--- src/rtl/cos_pkg.sv ---
// ----------------------------------------------------------------------------
// cos_pkg: converter overload supervisor shared definitions
// Command codes, configuration indexes and reset values, and the request,
// configuration and result structures passed between the supervisor modules.
// ----------------------------------------------------------------------------
package cos_pkg;

  localparam int COUNT_WIDTH_DEFAULT = 16;

  localparam int CMD_WIDTH   = 3;
  localparam int ADC_WIDTH   = 2;
  localparam int TICKS_WIDTH = 16;
  localparam int CFG_IDX_WIDTH = 3;

  localparam logic [CMD_WIDTH-1:0] CMD_NONE  = 3'd0;
  localparam logic [CMD_WIDTH-1:0] CMD_ON    = 3'd1;
  localparam logic [CMD_WIDTH-1:0] CMD_OFF   = 3'd2;
  localparam logic [CMD_WIDTH-1:0] CMD_CLEAR = 3'd3;
  localparam logic [CMD_WIDTH-1:0] CMD_USER  = 3'd4;
  localparam logic [CMD_WIDTH-1:0] CMD_BLINK = 3'd5;

  // adc_cmd bits: force off wins over release
  localparam int ADC_FORCE_BIT   = 0;
  localparam int ADC_RELEASE_BIT = 1;

  localparam logic [CFG_IDX_WIDTH-1:0] CFG_PROT   = 3'd0;
  localparam logic [CFG_IDX_WIDTH-1:0] CFG_TRIP   = 3'd1;
  localparam logic [CFG_IDX_WIDTH-1:0] CFG_SETTLE = 3'd2;
  localparam logic [CFG_IDX_WIDTH-1:0] CFG_MINOFF = 3'd3;
  localparam logic [CFG_IDX_WIDTH-1:0] CFG_USER   = 3'd4;
  localparam logic [CFG_IDX_WIDTH-1:0] CFG_BLINK  = 3'd5;
  localparam logic [CFG_IDX_WIDTH-1:0] CFG_WARN   = 3'd6;

  localparam logic [TICKS_WIDTH-1:0] TRIP_RESET   = 16'd10;
  localparam logic [TICKS_WIDTH-1:0] SETTLE_RESET = 16'd50;
  localparam logic [TICKS_WIDTH-1:0] MINOFF_RESET = 16'd100;
  localparam logic [TICKS_WIDTH-1:0] USER_RESET   = 16'd100;
  localparam logic [TICKS_WIDTH-1:0] BLINK_RESET  = 16'd50;
  localparam logic [TICKS_WIDTH-1:0] WARN_RESET   = 16'd500;

  typedef struct packed {
    logic                   guard_en;
    logic [TICKS_WIDTH-1:0] trip_ticks;
    logic [TICKS_WIDTH-1:0] settle_ticks;
    logic [TICKS_WIDTH-1:0] min_off_ticks;
    logic [TICKS_WIDTH-1:0] user_ticks;
    logic [TICKS_WIDTH-1:0] blink_ticks;
    logic [TICKS_WIDTH-1:0] warn_ticks;
  } cfg_t;

  typedef struct packed {
    logic [CMD_WIDTH-1:0] cmd;
    logic [ADC_WIDTH-1:0] adc_cmd;
    logic                 overload_pin;
    logic                 top_overload_flag;
  } item_t;

  typedef struct packed {
    logic converter_enable;
    logic is_on;
    logic is_off;
    logic is_overloaded;
    logic held_off_by_adc;
    logic off_timer_running;
    logic user_timer_expired;
    logic run_led;
    logic led_red;
    logic trip_event;
    logic sound_warning;
  } res_t;

endpackage

--- src/rtl/converter_overload_supervisor.sv ---
// ----------------------------------------------------------------------------
// converter_overload_supervisor: converter on/off and overload protection
// Request register, single-pass supervisor update and result register.
// ----------------------------------------------------------------------------
// One request is one supervision tick and yields exactly one result. A new
// request is taken every cycle while the result register is free or being
// drained; a request waits in the request register until it advances, and
// then the single-pass logic commits the whole state update and loads the
// result register, which offers the result. A stalled result is held in the
// result register while the next request waits in the request register.
// Configuration writes are always accepted and take effect on the next tick;
// write them only while no request is in flight.
module converter_overload_supervisor #(
  parameter int COUNT_WIDTH = cos_pkg::COUNT_WIDTH_DEFAULT
) (
  input  logic                              clk,
  input  logic                              rst,
  input  logic                              in_valid,
  output logic                              in_ready,
  input  logic [cos_pkg::CMD_WIDTH-1:0]     cmd,
  input  logic [cos_pkg::ADC_WIDTH-1:0]     adc_cmd,
  input  logic                              overload_pin,
  input  logic                              top_overload_flag,
  output logic                              out_valid,
  input  logic                              out_ready,
  output logic                              converter_enable,
  output logic                              is_on,
  output logic                              is_off,
  output logic                              is_overloaded,
  output logic                              held_off_by_adc,
  output logic                              off_timer_running,
  output logic                              user_timer_expired,
  output logic                              run_led,
  output logic                              led_red,
  output logic                              trip_event,
  output logic                              sound_warning,
  input  logic                              cfg_valid,
  output logic                              cfg_ready,
  input  logic [cos_pkg::CFG_IDX_WIDTH-1:0] cfg_index,
  input  logic [cos_pkg::TICKS_WIDTH-1:0]   cfg_data
);

  cos_pkg::cfg_t  cfg;
  cos_pkg::item_t req;
  cos_pkg::res_t  core_res;
  cos_pkg::res_t  res;
  logic           req_valid;
  logic           adv;

  assign cfg_ready = 1'b1;
  assign adv       = req_valid && (!out_valid || out_ready);
  assign in_ready  = !req_valid || adv;

  cos_cfg u_cfg (
    .clk      (clk),
    .rst      (rst),
    .wr_en    (cfg_valid && cfg_ready),
    .wr_index (cfg_index),
    .wr_data  (cfg_data),
    .cfg      (cfg)
  );

  always_ff @(posedge clk) begin
    if (rst) begin
      req_valid <= 1'b0;
    end else if (in_ready) begin
      req_valid <= in_valid;
    end
  end

  always_ff @(posedge clk) begin
    if (in_valid && in_ready) begin
      req.cmd               <= cmd;
      req.adc_cmd           <= adc_cmd;
      req.overload_pin      <= overload_pin;
      req.top_overload_flag <= top_overload_flag;
    end
  end

  cos_core #(
    .COUNT_WIDTH (COUNT_WIDTH)
  ) u_core (
    .clk    (clk),
    .rst    (rst),
    .adv    (adv),
    .item   (req),
    .cfg    (cfg),
    .result (core_res)
  );

  always_ff @(posedge clk) begin
    if (rst) begin
      out_valid <= 1'b0;
    end else if (adv) begin
      out_valid <= 1'b1;
    end else if (out_ready) begin
      out_valid <= 1'b0;
    end
  end

  always_ff @(posedge clk) begin
    if (adv) begin
      res <= core_res;
    end
  end

  assign converter_enable   = res.converter_enable;
  assign is_on              = res.is_on;
  assign is_off             = res.is_off;
  assign is_overloaded      = res.is_overloaded;
  assign held_off_by_adc    = res.held_off_by_adc;
  assign off_timer_running  = res.off_timer_running;
  assign user_timer_expired = res.user_timer_expired;
  assign run_led            = res.run_led;
  assign led_red            = res.led_red;
  assign trip_event         = res.trip_event;
  assign sound_warning      = res.sound_warning;

endmodule

--- src/rtl/cos_cfg.sv ---
// ----------------------------------------------------------------------------
// cos_cfg: configuration registers
// Holds the seven supervisor settings; writes to unknown indexes are dropped.
// ----------------------------------------------------------------------------
module cos_cfg (
  input  logic                               clk,
  input  logic                               rst,
  input  logic                               wr_en,
  input  logic [cos_pkg::CFG_IDX_WIDTH-1:0]  wr_index,
  input  logic [cos_pkg::TICKS_WIDTH-1:0]    wr_data,
  output cos_pkg::cfg_t                      cfg
);

  always_ff @(posedge clk) begin
    if (rst) begin
      cfg.guard_en          <= 1'b1;
      cfg.trip_ticks        <= cos_pkg::TRIP_RESET;
      cfg.settle_ticks      <= cos_pkg::SETTLE_RESET;
      cfg.min_off_ticks     <= cos_pkg::MINOFF_RESET;
      cfg.user_ticks        <= cos_pkg::USER_RESET;
      cfg.blink_ticks       <= cos_pkg::BLINK_RESET;
      cfg.warn_ticks        <= cos_pkg::WARN_RESET;
    end else if (wr_en) begin
      unique case (wr_index)
        cos_pkg::CFG_PROT:   cfg.guard_en          <= wr_data[0];
        cos_pkg::CFG_TRIP:   cfg.trip_ticks        <= wr_data;
        cos_pkg::CFG_SETTLE: cfg.settle_ticks      <= wr_data;
        cos_pkg::CFG_MINOFF: cfg.min_off_ticks     <= wr_data;
        cos_pkg::CFG_USER:   cfg.user_ticks        <= wr_data;
        cos_pkg::CFG_BLINK:  cfg.blink_ticks       <= wr_data;
        cos_pkg::CFG_WARN:   cfg.warn_ticks        <= wr_data;
        default: ;
      endcase
    end
  end

endmodule

--- src/rtl/cos_core.sv ---
// ----------------------------------------------------------------------------
// cos_core: supervisor state and single-tick update
// Keeps the status bits and six countdown counters, computes one result per
// request and commits the new state when the request advances.
// ----------------------------------------------------------------------------
module cos_core #(
  parameter int COUNT_WIDTH = cos_pkg::COUNT_WIDTH_DEFAULT
) (
  input  logic           clk,
  input  logic           rst,
  input  logic           adv,
  input  cos_pkg::item_t item,
  input  cos_pkg::cfg_t  cfg,
  output cos_pkg::res_t  result
);

  localparam logic [COUNT_WIDTH-1:0] ZERO = '0;
  localparam logic [COUNT_WIDTH-1:0] ONE  = COUNT_WIDTH'(1);

  function automatic logic [COUNT_WIDTH-1:0] load(input logic [cos_pkg::TICKS_WIDTH-1:0] v);
    logic [COUNT_WIDTH+cos_pkg::TICKS_WIDTH-1:0] w;
    w = {{COUNT_WIDTH{1'b0}}, v};
    return w[COUNT_WIDTH-1:0];
  endfunction

  logic on_bit, off_bit, overloaded_bit, adc_off_bit, off_timer_flag, user_expired_flag;
  logic [COUNT_WIDTH-1:0] settle_count, trip_count, off_count, user_count, blink_count;
  logic [COUNT_WIDTH-1:0] warn_count;

  logic on_bit_next, off_bit_next, overloaded_bit_next, adc_off_bit_next;
  logic off_timer_flag_next, user_expired_flag_next;
  logic [COUNT_WIDTH-1:0] settle_count_next, trip_count_next, off_count_next;
  logic [COUNT_WIDTH-1:0] user_count_next, blink_count_next, warn_count_next;

  logic check, raw, trip, sound;

  always_comb begin
    check = 1'b0;
    settle_count_next = settle_count;
    if (off_bit || adc_off_bit || !cfg.guard_en) begin
      settle_count_next = load(cfg.settle_ticks);
    end else if (settle_count != ZERO) begin
      settle_count_next = settle_count - ONE;
    end else begin
      check = 1'b1;
    end
    raw = check && item.overload_pin;

    trip_count_next = trip_count;
    if (!raw) begin
      trip_count_next = load(cfg.trip_ticks);
    end else if (trip_count != ZERO) begin
      trip_count_next = trip_count - ONE;
    end
    trip = (trip_count_next == ZERO);

    on_bit_next         = on_bit;
    off_bit_next        = off_bit;
    overloaded_bit_next = overloaded_bit;
    off_count_next      = off_count;
    if (trip) begin
      on_bit_next         = 1'b0;
      off_bit_next        = 1'b1;
      overloaded_bit_next = 1'b1;
      off_count_next      = load(cfg.min_off_ticks);
    end

    if (item.cmd == cos_pkg::CMD_CLEAR) begin
      overloaded_bit_next = 1'b0;
    end
    if (item.cmd == cos_pkg::CMD_OFF && !off_bit_next) begin
      on_bit_next    = 1'b0;
      off_bit_next   = 1'b1;
      off_count_next = load(cfg.min_off_ticks);
    end else if (item.cmd == cos_pkg::CMD_ON && !on_bit_next) begin
      off_bit_next = 1'b0;
      on_bit_next  = 1'b1;
    end
    user_count_next = user_count;
    if (item.cmd == cos_pkg::CMD_USER) begin
      user_count_next = load(cfg.user_ticks);
    end
    blink_count_next = blink_count;
    if (item.cmd == cos_pkg::CMD_BLINK) begin
      blink_count_next = load(cfg.blink_ticks);
    end

    adc_off_bit_next = adc_off_bit;
    if (item.adc_cmd[cos_pkg::ADC_FORCE_BIT]) begin
      adc_off_bit_next = 1'b1;
    end else if (item.adc_cmd[cos_pkg::ADC_RELEASE_BIT]) begin
      adc_off_bit_next = 1'b0;
    end

    result.converter_enable = on_bit_next && !off_bit_next && !adc_off_bit_next;
    result.run_led          = on_bit_next && (blink_count_next == ZERO);

    sound = 1'b0;
    warn_count_next = warn_count;
    if (raw && warn_count == ZERO) begin
      sound = 1'b1;
      warn_count_next = load(cfg.warn_ticks);
    end

    if (off_count_next != ZERO) begin
      off_count_next = off_count_next - ONE;
      off_timer_flag_next = 1'b1;
    end else begin
      off_timer_flag_next = 1'b0;
    end
    if (user_count_next != ZERO) begin
      user_count_next = user_count_next - ONE;
      user_expired_flag_next = 1'b0;
    end else begin
      user_expired_flag_next = 1'b1;
    end
    if (blink_count_next != ZERO) begin
      blink_count_next = blink_count_next - ONE;
    end
    if (warn_count_next != ZERO) begin
      warn_count_next = warn_count_next - ONE;
    end

    result.is_on              = on_bit_next;
    result.is_off             = off_bit_next;
    result.is_overloaded      = overloaded_bit_next;
    result.held_off_by_adc    = adc_off_bit_next;
    result.off_timer_running  = off_timer_flag_next;
    result.user_timer_expired = user_expired_flag_next;
    result.led_red            = raw || item.top_overload_flag;
    result.trip_event         = trip;
    result.sound_warning      = sound;
  end

  always_ff @(posedge clk) begin
    if (rst) begin
      on_bit            <= 1'b0;
      off_bit           <= 1'b1;
      overloaded_bit    <= 1'b0;
      adc_off_bit       <= 1'b0;
      off_timer_flag    <= 1'b0;
      user_expired_flag <= 1'b0;
      settle_count      <= ZERO;
      trip_count        <= ZERO;
      off_count         <= ZERO;
      user_count        <= ZERO;
      blink_count       <= ZERO;
      warn_count        <= ZERO;
    end else if (adv) begin
      on_bit            <= on_bit_next;
      off_bit           <= off_bit_next;
      overloaded_bit    <= overloaded_bit_next;
      adc_off_bit       <= adc_off_bit_next;
      off_timer_flag    <= off_timer_flag_next;
      user_expired_flag <= user_expired_flag_next;
      settle_count      <= settle_count_next;
      trip_count        <= trip_count_next;
      off_count         <= off_count_next;
      user_count        <= user_count_next;
      blink_count       <= blink_count_next;
      warn_count        <= warn_count_next;
    end
  end

  a_on_off_exclusive: assert property (@(posedge clk) disable iff (rst)
    on_bit != off_bit)
    else $error("on and off status bits out of step");

  a_trip_forces_off: assert property (@(posedge clk) disable iff (rst)
    adv && trip && item.cmd != cos_pkg::CMD_ON |=> off_bit && !on_bit)
    else $error("trip did not switch the converter off");

  a_trip_latches_overload: assert property (@(posedge clk) disable iff (rst)
    adv && trip && item.cmd != cos_pkg::CMD_CLEAR |=> overloaded_bit)
    else $error("trip did not latch the overload status");

  a_sound_needs_check: assert property (@(posedge clk) disable iff (rst)
    sound |-> !off_bit && !adc_off_bit && cfg.guard_en && settle_count == ZERO)
    else $error("warning raised while the overload pin is masked");

  a_adc_hold: assert property (@(posedge clk) disable iff (rst)
    adv && item.adc_cmd == '0 |=> adc_off_bit == $past(adc_off_bit))
    else $error("ADC hold bit changed without an ADC command");

endmodule

--- config.mk ---
export PLATFORM = sky130hd
export DESIGN_NAME = converter_overload_supervisor
export DESIGN_NICKNAME = d
export VERILOG_FILES = /design/src/rtl/cos_pkg.sv /design/src/rtl/converter_overload_supervisor.sv /design/src/rtl/cos_cfg.sv /design/src/rtl/cos_core.sv
export SDC_FILE = /design/constraint.sdc
export NUM_CORES = 1
export LEC_CHECK = 0
export BUFFER_PORTS_ARGS = -buffer_cell sky130_fd_sc_hd__buf_2
export CAP_MARGIN = 15
export CORE_UTILIZATION = 35
export CTS_CLUSTER_DIAMETER = 150
export CTS_CLUSTER_SIZE = 12
export DETAILED_ROUTE_END_ITERATION = 12
export GPL_ROUTABILITY_DRIVEN = 0
export PLACE_DENSITY = 0.53
export SETUP_SLACK_MARGIN = 0.3
export SYNTH_ARGS = -nofsm -noshare
export SYNTH_HDL_FRONTEND = slang
export SYNTH_SLANG_ARGS = --single-unit
export TNS_END_PERCENT = 50
--- constraint.sdc ---
create_clock -name clk -period 13.4 [get_ports clk]
set_clock_uncertainty 0.05 [all_clocks]
set_input_delay 2.01 -clock clk [delete_from_list [all_inputs] [get_ports clk]]
set_output_delay 2.01 -clock clk [all_outputs]
set_load 0.03 [all_outputs]
==> impl_summary.txt <==
----------------------------------------------------
[Placement]
  Half-perimeter wire length of the detailed placement result ... 23.6 mm
  Input/output buffers ... 43

[Synth]
  Total standard cell area after synthesis ... 11900 um^2
  Total of warnings raised by yosys ... 0
  Number of unique standard cell types used by synthesis ... 87
  Number of cells produced by synthesis ... 1559
  Flops & latches, synth ... 217
  EDFF count, synth ... 18
  Most used flip-flop cell after synthesis ... sky130_fd_sc_hd__dfxtp_1
  Net count of the mapped netlist ... 1602
  Share of flip-flops with an asynchronous set or reset ... 0%
  Syn Area/Cell ... 7.65 um^2
  Seq/Total Area, Yosys ... 37.9%

[Timing]
  Actual transition at the worst max-transition pin ... 1.07 ns
  Max-slew violation count ... 0
  Ratio of final minimum period to clock period ... approximately two fifths
  Final-report setup violation count ... 0
  Fin crit period ... 5.61 ns
  RSZ-0062 raised after global routing ... no
  Fin Setup TNS ... 0 ns
  Upper clock frequency limit ... 178 MHz
  Number of hold violations in the final report ... 0
  Max-slew headroom at the worst pin ... 28.4%

[Job]
  Max-cap violations ... 0

[CTS]
  Number of gates given a new drive strength after cts ... 0
  Clock tree from TritonCTS ... built
  Total clock buffers created by CTS ... 22
  CTS H-tree lvls ... 1
  Max clock buf depth ... 3
  Clk root buf ... sky130_fd_sc_hd__clkbuf_16
  Hold bufs inserted after CTS ... 0
  Source-to-sink clock delay at the later pin of the worst-skew pair ... around 0.52 ns
  Sinks on the clock net ... between 200 and 250
  Setup fix buffers added after clock tree synthesis ... 0
  Clock transition at the register clock pins on the worst setup and hold paths after CTS ... about 0.060 ns

[Setup path]
  Startpoint of the most critical register-to-register path ... u_core.settle_count[0]
  Worst path required time ... 13.77 ns
  Worst-path fanout max ... 55
  Slack of the worst reg-to-reg path ... 7.79 ns
  Worst Path Class, Setup ... flip-flop to flip-flop
  Kind of capture point of the worst setup path ... flip-flop
  Critical R2R Capture ... u_core.off_count[9]
  Critical path arrival ... roughly 6 ns
  Kind of start point of the critical path ... flip-flop
  Length in cells of the worst reg-to-reg path ... 18

[Layout]
  Commonest non-fill, non-tap cell in the layout ... sky130_fd_sc_hd__nand2_1
  Commonest non-fill, non-tap cells in the layout ... sky130_fd_sc_hd__nand2_1 (319), sky130_fd_sc_hd__dfxtp_1 (199), sky130_fd_sc_hd__a21oi_1 (164)
  Seq. cell area ... 4520 um^2
  Ratio of cells with drive above 1 in the final layout ... roughly 7.7%
  Layout net count ... 1587
  Growth of design area from synthesis to finish ... 9.59%
  Layout filler cell count ... 3552
  Multi-input combinational cell area ... 6960 um^2

[GRT]
  Global-route usage over all layers ... between 20% and 30%
  First-pass GRT wire length ... around 57 mm
  Most utilized layer in the global route result ... met2
  Grt ovf ... 0
  Antenna violations before repair ... 2
  Vias in the first global route ... 10400
  Pin count of the biggest net entering global routing ... 118
  Met3 global-route usage ... under 10%
  Met1 capacity usage during global routing ... 27.8%
  Met2 demand-to-capacity share in global routing ... about a third

[Routing]
  Via total after detailed routing ... 11100
  Average wire per cell in the routed design ... around 18 um
  Total wire length ... about 35 mm
  Post-route ant nets ... 0
  Drt drc ... 0
  Number of DRC violations after detailed-routing iteration 0 ... 781
  First-pass iteration count of the detailed router ... 5
  Via/cell ratio ... 5.57

[Floorplan]
  Total number of placement rows ... 67
  Boundary Pins ... between 40 and 50
  Floorplan die height ... 187 um
  Effective utilization at floorplan ... 35.6%
  Full die area ... 34800 um^2
  Horiz. Die Dim ... between 150 and 200 um
  Placeable core area ... 33500 um^2

[Power]
  Leakage power figure ... about 0.0048 uW
  Power per standard cell area ... roughly 150 nW/um^2
  Maximum ir drop on the vdd rail ... 79.6 uV
  Power Total ... 1950 uW

[Min path]
  Depth of the worst hold-timing path ... 2
  Endpoint with the worst hold slack ... u_core.user_count[7]
  Start point of the worst hold path ... u_core.user_count[7]
  Worst hold path class ... flip-flop to flip-flop

[Outcome]
  Run status ... complete, no violations

----------------------------------------------------
-- final cells by class --
type                            instances  share of cell area [%]
Multi-Input combinational cell       1223                    53.2
Sequential cell                       217                    34.6
Clock buffer                           30                    4.60
Tap cell                              448                    4.29
Timing Repair Buffer                   57                    2.50
Inverter                               23                   0.679
Clock inverter                          1                  0.0861
Antenna cell                            2                  0.0383
-- metal layers --
| metal | routed length (um) | vias up |
|---|---|---|
| met2 | 16100 | 252 |
| met5 | 0 | - |
| met1 | 17000 | 5295 |
| met4 | 792 | 0 |
| li1 | - | 5555 |
| met3 | 1560 | 46 |
-- state kept, by name, indices dropped and copies added (netlist names), 7 cells and up --
name                 cells
req                      7
u_cfg.cfg               97
u_core.blink_count      16
u_core.off_count        16
u_core.settle_count     16
u_core.trip_count       16
u_core.user_count       16
u_core.warn_count       16
-- power by group --
part	switching, uW	internal, uW
clock network	262	311
registers	51.3	704
logic	374	250
-- per-stage QoR --
stage                     cell area, um^2  instances  setup slack, ns  hold WS, ns  util (%)
final                               13100       2001             7.79        0.401      39.0
after global routing                13100       2000             7.39        0.418      39.0
after CTS                           13100       1999             7.87        0.402      39.0
after detailed placement            12500       1968             7.89        0.393      37.1
after global placement              12500       1968             8.02        0.389      37.1
after floorplan                     11900       1559             8.70        0.381         -
-- worst max-delay path, stage by stage (launching register included) --
cell and delay (ns):
sky130_fd_sc_hd__dfxtp_1 0.32, sky130_fd_sc_hd__inv_1 0.10, sky130_fd_sc_hd__ha_1 0.18, sky130_fd_sc_hd__nor4bb_1 0.62, sky130_fd_sc_hd__and4_1 0.74, sky130_fd_sc_hd__or4_1 0.20
sky130_fd_sc_hd__o31ai_1 0.13, sky130_fd_sc_hd__a32oi_4 0.25, sky130_fd_sc_hd__buf_4 0.55, sky130_fd_sc_hd__mux2i_1 0.32, sky130_fd_sc_hd__ha_1 0.20, sky130_fd_sc_hd__nor4b_1 0.44
sky130_fd_sc_hd__and3_1 0.32, sky130_fd_sc_hd__or3_1 0.24, sky130_fd_sc_hd__inv_1 0.06, sky130_fd_sc_hd__nand2_1 0.06, sky130_fd_sc_hd__mux2i_1 0.08, sky130_fd_sc_hd__a221o_1 0.33
sky130_fd_sc_hd__a221oi_1 0.25
-- worst max path at each step --
stage                     cells past startpoint                    to  slack [ns]               startpoint
after detailed placement                     17  u_core.off_count[11]        7.89   u_core.settle_count[0]
final                                        18   u_core.off_count[9]        7.79   u_core.settle_count[0]
after global routing                         18   u_core.off_count[9]        7.39   u_core.settle_count[0]
after global placement                       16  u_core.off_count[11]        8.02  u_core.settle_count[10]
after floorplan                              20  u_core.off_count[11]        8.70     u_core.trip_count[0]
after CTS                                    18   u_core.off_count[9]        7.87   u_core.settle_count[0]
-- synth_stat cells, drive strengths merged (6+ instances only) --
cell type / instances / area, um^2
nand2: 319 / 1200
o211ai: 20 / 150
a211oi: 22 / 165
nor4: 23 / 174
and2: 13 / 81.3
dfxtp: 199 / 3980
nor2b: 7 / 43.8
a31oi: 16 / 100
nor2: 149 / 559
mux2: 12 / 139
and3: 18 / 118
nor3: 58 / 300
nand3b: 24 / 180
nand3: 26 / 135
xor2: 13 / 114
buf: 18 / 101
a221oi: 6 / 52.6
o21ai: 79 / 395
clkbuf: 78 / 293
xnor2: 12 / 105
mux2i: 43 / 434
ha: 12 / 150
o22ai: 6 / 37.5
or4: 12 / 93.8
a21oi: 166 / 835
o2111ai: 13 / 131
or2: 8 / 50.1
a22oi: 11 / 82.6
o31ai: 8 / 73.8
or3: 20 / 125
nand2b: 15 / 93.8
inv: 22 / 82.6
edfxtp: 18 / 541
nand4: 17 / 113
-- cell families after synthesis --
logic type,after synthesis,synth area share [%]
flops,217,37.9
simple gates,732,29.2
mux,55,4.80
fa+ha+maj,12,1.26
xor+xnor,25,1.84
other cells,1,0.0314
buf+inv,119,4.03
compound gates,398,20.9
(Power assumes the default switching activity.)
